File: src/rtl/sled_pkg.sv
`timescale 1ns / 1ps

package sled_pkg;

    localparam int BUFFER_DEPTH = 64;
    localparam int ADDR_W       = (BUFFER_DEPTH > 1) ? $clog2(BUFFER_DEPTH) : 1;
    localparam int LEN_W        = $clog2(BUFFER_DEPTH + 1);

    localparam int PHASE_W = 3;

    localparam logic [PHASE_W-1:0] PH_HUNT     = 3'd0;
    localparam logic [PHASE_W-1:0] PH_LEN_LO   = 3'd1;
    localparam logic [PHASE_W-1:0] PH_LEN_HI   = 3'd2;
    localparam logic [PHASE_W-1:0] PH_DATA     = 3'd3;
    localparam logic [PHASE_W-1:0] PH_WAIT_END = 3'd4;
    localparam logic [PHASE_W-1:0] PH_REPLAY   = 3'd5;

    localparam int CFG_INDEX_W = 2;

    localparam logic [CFG_INDEX_W-1:0] REG_START_BYTE = 2'd0;
    localparam logic [CFG_INDEX_W-1:0] REG_END_BYTE   = 2'd1;

    localparam logic [7:0] START_BYTE_RESET = 8'h02;
    localparam logic [7:0] END_BYTE_RESET   = 8'h03;

    typedef logic [7:0] byte_t;

endpackage

File: src/rtl/stx_length_etx_deframer.sv
`timescale 1ns / 1ps

// STX / length / ETX packet deframer.
// Input channel: rx_valid / rx_ready / rx_byte, one received byte per beat.
// The block hunts for the start byte, takes a 16-bit little-endian length,
// stores up to BUFFER_DEPTH payload bytes in a 64 x 8 synchronous RAM and then
// waits for the end byte. Bytes beyond the buffer are counted but dropped.
// Output channel: payload_valid / payload_ready with payload_byte, last_byte
// and truncated; one beat per stored payload byte, last_byte on the final one.
// Outside a replay every byte is accepted when offered. An end byte after a
// non-zero length starts a replay: a RAM read fills the read-data stage, then
// the output register presents the first beat. With payload_ready high the
// replay gives one beat per cycle, set by the single RAM read port and a
// one-beat read-data stage feeding the output register. rx_ready is low while
// replay reads are being issued. If the receiver stalls, the read-data stage
// and output register hold their beats and the replay pauses; nothing is lost.
// Reset returns the block to the hunt, restores the start and end bytes to
// their defaults and empties the output; the RAM needs no clearing pass.
// Configuration writes take effect for bytes accepted after the write edge.

module stx_length_etx_deframer
    import sled_pkg::*;
(
    input  logic                   clk,
    input  logic                   rst_n,
    input  logic                   cfg_we,
    input  logic [CFG_INDEX_W-1:0] cfg_index,
    input  logic [7:0]             cfg_data,
    input  logic                   rx_valid,
    output logic                   rx_ready,
    input  logic [7:0]             rx_byte,
    output logic                   payload_valid,
    input  logic                   payload_ready,
    output logic [7:0]             payload_byte,
    output logic                   last_byte,
    output logic                   truncated
);

    byte_t               start_byte_reg;
    byte_t               end_byte_reg;
    logic [PHASE_W-1:0]  phase_reg;
    logic [PHASE_W-1:0]  phase_next;
    logic [15:0]         declared_length_reg;
    logic [15:0]         declared_length_next;
    logic [15:0]         received_count_reg;
    logic [15:0]         received_count_next;
    logic [LEN_W-1:0]    rep_len_reg;
    logic [LEN_W-1:0]    rep_len_next;
    logic [LEN_W-1:0]    rd_idx_reg;
    logic [LEN_W-1:0]    rd_idx_next;
    logic                trunc_reg;
    logic                trunc_next;

    byte_t               mem [BUFFER_DEPTH];
    byte_t               rd_data_reg;
    logic                rd_valid_reg;
    logic                rd_last_reg;
    logic                rd_trunc_reg;

    byte_t               out_byte_reg;
    logic                out_valid_reg;
    logic                out_last_reg;
    logic                out_trunc_reg;

    logic                rx_fire;
    logic                mem_we;
    logic                rd_en;
    logic                rd_last;
    logic                load_out;
    logic                is_end;
    logic [15:0]         count_inc;

    assign rx_ready  = (phase_reg != PH_REPLAY);
    assign rx_fire   = rx_valid && rx_ready;
    assign is_end    = (rx_byte == end_byte_reg);
    assign count_inc = received_count_reg + 16'd1;
    assign mem_we    = rx_fire && (phase_reg == PH_DATA)
                       && (received_count_reg < 16'(BUFFER_DEPTH));

    assign load_out  = rd_valid_reg && (!out_valid_reg || payload_ready);
    assign rd_en     = (phase_reg == PH_REPLAY) && (rd_idx_reg < rep_len_reg)
                       && (!rd_valid_reg || load_out);
    assign rd_last   = ((rd_idx_reg + LEN_W'(1)) == rep_len_reg);

    always_comb
    begin
        phase_next           = phase_reg;
        declared_length_next = declared_length_reg;
        received_count_next  = received_count_reg;
        rep_len_next         = rep_len_reg;
        rd_idx_next          = rd_idx_reg;
        trunc_next           = trunc_reg;
        if (phase_reg == PH_REPLAY)
        begin
            if (rd_en)
            begin
                rd_idx_next = rd_idx_reg + LEN_W'(1);
                if (rd_last)
                begin
                    phase_next = PH_HUNT;
                end
            end
        end
        else if (rx_fire)
        begin
            case (phase_reg)
                PH_LEN_LO:
                begin
                    declared_length_next = {8'd0, rx_byte};
                    phase_next           = PH_LEN_HI;
                end
                PH_LEN_HI:
                begin
                    declared_length_next = {rx_byte, declared_length_reg[7:0]};
                    phase_next = ({rx_byte, declared_length_reg[7:0]} != 16'd0)
                                 ? PH_DATA : PH_WAIT_END;
                end
                PH_DATA:
                begin
                    received_count_next = count_inc;
                    if (count_inc == declared_length_reg)
                    begin
                        phase_next = PH_WAIT_END;
                    end
                end
                PH_WAIT_END:
                begin
                    if (is_end)
                    begin
                        rd_idx_next = '0;
                        if (declared_length_reg > 16'(BUFFER_DEPTH))
                        begin
                            trunc_next   = 1'b1;
                            rep_len_next = LEN_W'(BUFFER_DEPTH);
                        end
                        else
                        begin
                            trunc_next   = 1'b0;
                            rep_len_next = declared_length_reg[LEN_W-1:0];
                        end
                        phase_next = (declared_length_reg != 16'd0) ? PH_REPLAY
                                                                    : PH_HUNT;
                    end
                end
                default:
                begin
                    phase_next = PH_HUNT;
                    if (rx_byte == start_byte_reg)
                    begin
                        phase_next           = PH_LEN_LO;
                        declared_length_next = 16'd0;
                        received_count_next  = 16'd0;
                    end
                end
            endcase
        end
    end

    always_ff @(posedge clk or negedge rst_n)
    begin
        if (!rst_n)
        begin
            start_byte_reg      <= START_BYTE_RESET;
            end_byte_reg        <= END_BYTE_RESET;
            phase_reg           <= PH_HUNT;
            declared_length_reg <= 16'd0;
            received_count_reg  <= 16'd0;
            rep_len_reg         <= '0;
            rd_idx_reg          <= '0;
            trunc_reg           <= 1'b0;
            rd_valid_reg        <= 1'b0;
            out_valid_reg       <= 1'b0;
        end
        else
        begin
            if (cfg_we)
            begin
                case (cfg_index)
                    REG_START_BYTE: start_byte_reg <= cfg_data;
                    REG_END_BYTE:   end_byte_reg   <= cfg_data;
                    default:        ;
                endcase
            end
            phase_reg           <= phase_next;
            declared_length_reg <= declared_length_next;
            received_count_reg  <= received_count_next;
            rep_len_reg         <= rep_len_next;
            rd_idx_reg          <= rd_idx_next;
            trunc_reg           <= trunc_next;
            if (rd_en)
            begin
                rd_valid_reg <= 1'b1;
            end
            else if (load_out)
            begin
                rd_valid_reg <= 1'b0;
            end
            if (load_out)
            begin
                out_valid_reg <= 1'b1;
            end
            else if (payload_ready)
            begin
                out_valid_reg <= 1'b0;
            end
        end
    end

    always_ff @(posedge clk)
    begin
        if (mem_we)
        begin
            mem[received_count_reg[ADDR_W-1:0]] <= rx_byte;
        end
        if (rd_en)
        begin
            rd_data_reg  <= mem[rd_idx_reg[ADDR_W-1:0]];
            rd_last_reg  <= rd_last;
            rd_trunc_reg <= trunc_reg;
        end
        if (load_out)
        begin
            out_byte_reg  <= rd_data_reg;
            out_last_reg  <= rd_last_reg;
            out_trunc_reg <= rd_trunc_reg;
        end
    end

    assign payload_valid = out_valid_reg;
    assign payload_byte  = out_byte_reg;
    assign last_byte     = out_last_reg;
    assign truncated     = out_trunc_reg;

    // A read must never overwrite a read-data beat that has not moved on.
    assert property (@(posedge clk) disable iff (!rst_n)
        rd_en |-> (!rd_valid_reg || load_out))
        else $error("read issued over a held read-data beat");

    // Replay only starts after an end byte accepted while waiting for it.
    assert property (@(posedge clk) disable iff (!rst_n)
        $rose(phase_reg == PH_REPLAY) |->
            $past(rx_fire && is_end && (phase_reg == PH_WAIT_END)))
        else $error("replay started without an end byte");

    // Reads stay within the stored part of the packet.
    assert property (@(posedge clk) disable iff (!rst_n)
        rd_en |-> (rd_idx_reg < LEN_W'(BUFFER_DEPTH)) && (rep_len_reg != '0))
        else $error("replay read outside the stored payload");

endmodule
File: config.mk
export PLATFORM = sky130hd
export DESIGN_NAME = stx_length_etx_deframer
export DESIGN_NICKNAME = d
export VERILOG_FILES = /design/src/rtl/sled_pkg.sv /design/src/rtl/stx_length_etx_deframer.sv
export SDC_FILE = /design/constraint.sdc
export NUM_CORES = 1
export LEC_CHECK = 0
export BUFFER_PORTS_ARGS = -buffer_cell sky130_fd_sc_hd__buf_2
export CAP_MARGIN = 20
export CORE_ASPECT_RATIO = 1.5
export CORE_MARGIN = 1.5
export CORE_UTILIZATION = 30
export CTS_BUF_LIST = sky130_fd_sc_hd__clkbuf_4
export DETAILED_ROUTE_END_ITERATION = 16
export PLACE_DENSITY = 0.5
export SYNTH_ARGS = -nofsm -noshare
export SYNTH_HDL_FRONTEND = slang
export SYNTH_SLANG_ARGS = --single-unit
export TNS_END_PERCENT = 50
File: constraint.sdc
create_clock -name clk -period 3 [get_ports clk]
set_input_delay 0.6 -clock clk [delete_from_list [all_inputs] [get_ports clk]]
set_output_delay 0.6 -clock clk [all_outputs]
set_load 0.05 [all_outputs]
# After elaboration in Yosys (flattened, before gate mapping)

Memories as Yosys holds them, arrays and structs flattened. A register that Yosys moved wholly into a read port is not among the register bits.
Cells that the tools add are included.

Logic and storage cells: 98
Register bits after elaboration: 80
Memories: 1
Output and inout port bits: 12
Latch bits: 0
Bits in read-only memories: 0
Input port bits: 23
Memory bits (writable): 512

Bitwise operators: 4
Div/mod/pow operators: 0
Magnitude comparators: 3
Reductions and logical operators: 31
Eq/ne operators: 15
Shift-type cells: 0
$add $sub $neg: 2
Multiply operators: 0
Muxes and demuxes: 26

Memories:

| memory | depth | width | read ports | clocked after memory_dff | write ports | line                          | text |
|---|---|---|---|---|---|---|---|
| mem    | 64    | 8     | 1          | 1                        | 1           | stx_length_etx_deframer.sv:54 | `byte_t mem [BUFFER_DEPTH];` |

Operators by type and width:

| operator                                                    | number |
|---|---|
| one-hot mux 16 bit (3 select lines)                         | 1 |
| 2-to-1 mux 7 bit                                            | 6 |
| one-hot mux 16 bit (2 select lines)                         | 1 |
| nonzero test 16 bit                                         | 2 |
| 2-to-1 mux 3 bit                                            | 8 |
| adder 16 x 1 -> 16 bit, second input constant               | 1 |
| equality test 16 bit                                        | 1 |
| equality test 8 bit                                         | 2 |
| > comparator 16 x 7 -> 1 bit, second input constant         | 1 |
| less-than comparator 16 x 7 -> 1 bit, second input constant | 1 |
| 2-to-1 mux 16 bit                                           | 1 |
| AND reduction 4 bit                                         | 4 |
| nonzero test 2 bit                                          | 7 |
| one-hot mux 3 bit (4 select lines)                          | 1 |
| AND reduction 5 bit                                         | 2 |
| 2-to-1 mux 1 bit                                            | 8 |
| adder 7 x 1 -> 7 bit, second input constant                 | 1 |
| equality test 7 bit                                         | 1 |
| less-than comparator 7 bit                                  | 1 |
| equality test 3 x 2 -> 1 bit, second input constant         | 2 |
| equality test 3 bit, second input constant                  | 2 |
| logical AND 1 bit                                           | 6 |
| != test 3 bit, second input constant                        | 2 |
| != test 2 bit, second input constant                        | 2 |
| other kinds (11)                                            | 17 |

# Depth between registers and ports, before layout

Word-level depth: 7
Mapped depth: 14
Depth with buffers taken out: 10

# Least setup slack after synthesis

OpenSTA, ideal clock, no wires.

Path kind: register to register
Start point: register rd_idx_reg[0]
End point: register rd_idx_reg[4]
Buffers on the path: 4
Cell stages (with the launch flop): 15
Slack: 139 ps
Arrival time: 2,765 ps
Period minus slack after synthesis: 2,861 ps
Setup time: 96 ps
Data required time: 2,904 ps
Cell sequence: dfrtp_1 > buf_2 > buf_2 > buf_2 > inv_1 > ha_1 > nor2b_1 > o31ai_1 > a21oi_1 > or2_2 > buf_2 > clkinv_1 > o221ai_1 > o21ai_0 > o31ai_1

Word-level cells in the longest chain between the ends: 5
Elaborated cells between the ends (all ways): 8
Classes of those cells: 1 x add/sub; 1 x order compare; 1 x eq/ne; 2 x mux; 3 x reduce/logical

Ends and longest elaborated chain:

| element                              | line                           | text |
|---|---|---|
| start, declared                      | stx_length_etx_deframer.sv:49  | `logic [LEN_W-1:0] rd_idx_reg;` |
| start signal, assigned               | stx_length_etx_deframer.sv:188 | `rd_idx_reg <= rd_idx_next;` |
| less-than comparator 7 bit           | stx_length_etx_deframer.sv:81  | `assign rd_en = (phase_reg == PH_REPLAY) && (rd_idx_reg < rep_len_reg)` |
| logical AND 1 bit                    | stx_length_etx_deframer.sv:81  |  |
| logical AND 1 bit                    | stx_length_etx_deframer.sv:82  | `&& (!rd_valid_reg \|\| load_out);` |
| named net rd_en                      | stx_length_etx_deframer.sv:67  | `logic rd_en;` |
| != test 2 bit (no source line)       | n/a                            |  |
| AND reduction 4 bit (no source line) | n/a                            |  |

The timed path passes the listed nets, and every way through them passes these cells. The select of a mux whose other input is x is not followed.
A chain may end at the register's enable or synchronous reset.

# Final worst setup path

Start point: register rd_idx_reg[0]
End point: register rd_data_reg[0], read port of mem (data pin)

Word-level cells in the longest chain between the ends: 3

Ends and longest elaborated chain:

| element                    | line                          | text |
|---|---|---|
| less-than comparator 7 bit | stx_length_etx_deframer.sv:81 |  |
| logical AND 1 bit          | stx_length_etx_deframer.sv:81 |  |
| logical AND 1 bit          | stx_length_etx_deframer.sv:82 |  |
| end, declared              | stx_length_etx_deframer.sv:55 | `byte_t rd_data_reg;` |

Parallel ways exist; a longest one is shown, timed or not.

==> flow_summary.toml <==
[worst_setup_path]
worstSetupEndpointType = "register"
required_ns = 3.59
cp_max_fo = 34
reg2reg_slack_ns = 0.19
crit_path_start_kind = "register"
path_class = "reg -> reg"
arrival_ns = 3.40
reg2reg_depth = 9

[floorplan]
coreArea_um2 = 82300
start_util_pct = 30.2
die_h_um = 356
chipWidth_um = 238
num_rows = 129
pin_count = 35
die-area_um2 = 84800

[grt]
grt_usage_pct = 16.2
grt_pass1_vias = 15600
grt_max_degree = 67
antenna_found_initial = 3
grt_pass1_wl_mm = 101
grt_overflow = 0

[cells_and_area]
multi_input_area_um2 = 6720
areaGrowthSynthToFinish_pct = 17.0
fin_cells = 2964
drive_gt1_share_pct = 25.7
largest_reg_flops = 512
seq_area_um2 = 17700
nets = 1834
num-fill-cells = 7978

[min_path]
hold_depth = 3
hp-class = "in -> reg"

[sta]
period_share_pct = 93.5
post-route-min-period_ns = 2.81
setup_violations = 0
worstMarginPinSlew_ns = 0.891
finalMaxSlewViolations = 0
rsz0062_at_grt = "false"
final.setup.tns_ns = 0
skew_ns = 0.0736
finalHoldViolations = 0
timing.max_slew.rel_slack_pct = 40.6
fmax_ghz = 0.356

[power]
p_comb_share_pct = 31.8
pwr_density_cell_nw_per_um2 = 854
p_int_uw = 16400
ir_drop_mv = 0.497
p_sw_share_pct = 34.0
seqPwrFrac_pct = 40.0
clkPwrFrac_pct = 28.3
p_switching_uw = 8470
power_leakage_uw = 0.0101

[logic_synthesis]
synth_edf_count = 532
syn_inst = 1570
avgSynthCellArea_um2 = 15.9
synth_top_area_share_pct = 64.2
synth.distinct_cells = 66
yosysWarnings = 0
synthesis.nets = 1602
yosysSeqAreaShare_pct = 71.0
netlist_area_um2 = 24900
async_flop_share_pct = 11.3
synth_top_cell_by_area = "edfxtp_1"
synth_common_cells = "532 x edfxtp_1, 161 x nor2_1, 136 x mux2i_1"
ys_seq_elements = 600
synthTopCellsByArea = "edfxtp_1 64%, dfrtp_1 6.5%, mux4_2 6.5%"
yosysMostFrequentCell = "edfxtp_1"
ys.flop_type = "edfxtp_1"

[clock_tree]
clk-insertion-delay-late_ns = 0.90
cts-htree-levels = 4
cts-root-buf = "clkbuf_4"
cts_tree = "yes"
cts.sinks = 600
cts_buffers = 148
clkTransAtPathRegs_ns = 0.07
cts_buffer_depth = 3

[routing]
routed-via-count = 14800
dr_wl_met3_mm = 2.46
drtAntennaViolNets = 0
first_iter_violations = 965
wl_met2_mm = 37.2
drc = 0
wl_mm = 67.4
wl_per_cell_um = 22.7
viasPerCell = 4.99
first_pass_iters = 5
wl_met1_mm = 26.1
top_layer = "met4"

[place]
place_congestion = 0.795
post-dp-hpwl_mm = 43.3
portBuffers = 34
dpl.cell_count = 2688

[run]
maxCapViolations = 0

[outcome]
status = "complete, no violations"
==> metal layers <==
layer,GRT usage (%),up-vias
met5,0,-
met4,5.90,0
met3,2.63,96
met2,30.5,360
met1,18.2,7645
li1,-,6695
==> timing repair <==
| action | 4_1_cts | 5_1_grt |
|---|---|---|
| setup buffers | 0 | 0 |
| setup endpoints to repair | 0 | 1 |
| endpoints found under the hold margin | 51 | 0 |
| resized for setup | 0 | 2 |
| hold buffers | 12 | 0 |
==> metrics by stage <==
| step | total power [uW] | hold WS [ns] | util [%] | instance area [um^2] | setup WS [ns] |
|---|---|---|---|---|---|
| 2_1_floorplan | 15100 | 0.304 | - | 24900 | 0.139 |
| 3_3_place_gp | 18100 | 0.439 | 32.9 | 27000 | 0.204 |
| 3_5_place_dp | 18200 | 0.409 | 32.9 | 27000 | 0.174 |
| 4_1_cts | 25300 | 0.00399 | 35.4 | 29100 | 0.156 |
| 5_1_grt | 26200 | 0.0352 | 35.4 | 29100 | 0.0201 |
| 6_report | 24900 | 0.115 | 35.4 | 29100 | 0.194 |
==> power groups by stage <==
stage,logic [uW],registers (uW),clock network (uW)
2_1_floorplan,5070,10000,0
3_5_place_dp,8040,10100,0
5_1_grt,8520,10000,7630
3_3_place_gp,7990,10100,0
6_report,7910,9940,7040
4_1_cts,8070,9950,7280
==> worst max-delay path: stages (launching register included) <==
cell	delay (ns)
dfrtp_4	0.54
buf_16	0.27
buf_16	0.27
mux2i_1	0.25
nor2_1	0.07
nor2_1	0.09
o21ai_0	0.21
o22ai_1	0.20
a21oi_1	0.09
mux4_2	0.48
==> cell type report <==
type                       instances  share of cell area, %
sequential                       600                   60.7
timing repair buffer             170                   4.59
antenna                            4                 0.0343
multi-input combinational        850                   23.1
clock buffer                     210                   5.41
inverter                          32                  0.412
tap                             1048                   4.50
clock inverter                    50                   1.30
==> final timing paths <==
check                                         end     startpoint
min                        declared_length_reg[6]     rx_byte[6]
max in group asynchronous  received_count_reg[12]          rst_n
min in group asynchronous       start_byte_reg[6]          rst_n
max                                rd_data_reg[0]  rd_idx_reg[0]
max reg2reg                        rd_data_reg[0]  rd_idx_reg[0]
min reg2reg                             truncated   rd_trunc_reg
==> layout by cell type (no fill, tap or decap), types with 9 or more instances in the layout <==
cell type | synthesis | final
dlygate4sd3_1 | 0 | 12
mux2i_1 | 136 | 136
nor4_1 | 15 | 15
buf_4 | 1 | 116
clkinv_1 | 1 | 38
inv_1 | 31 | 31
o21ai_0 | 60 | 60
a21oi_1 | 45 | 45
nor2_1 | 161 | 161
clkbuf_4 | 0 | 210
a31oi_1 | 16 | 16
nand2_1 | 77 | 76
xor2_1 | 9 | 9
xnor2_1 | 32 | 32
nor3_1 | 9 | 9
nand3_1 | 25 | 25
o221ai_1 | 33 | 33
ha_1 | 9 | 9
buf_2 | 35 | 34
o22ai_1 | 33 | 33
dfrtp_1 | 65 | 62
edfxtp_1 | 532 | 532
nand4_1 | 13 | 13
mux4_2 | 72 | 72
mux2_2 | 16 | 16
==> cell families after synthesis <==
family                     share of synthesized area, %
and+or+nand+nor                                    6.40
adders and majority gates                         0.452
AOI/OAI and AO/OA                                  5.92
DFF                                                71.0
buffers and inverters                              2.00
xor gates and xnor gates                           1.51
muxes                                              12.7
(Power assumes the default switching activity.)
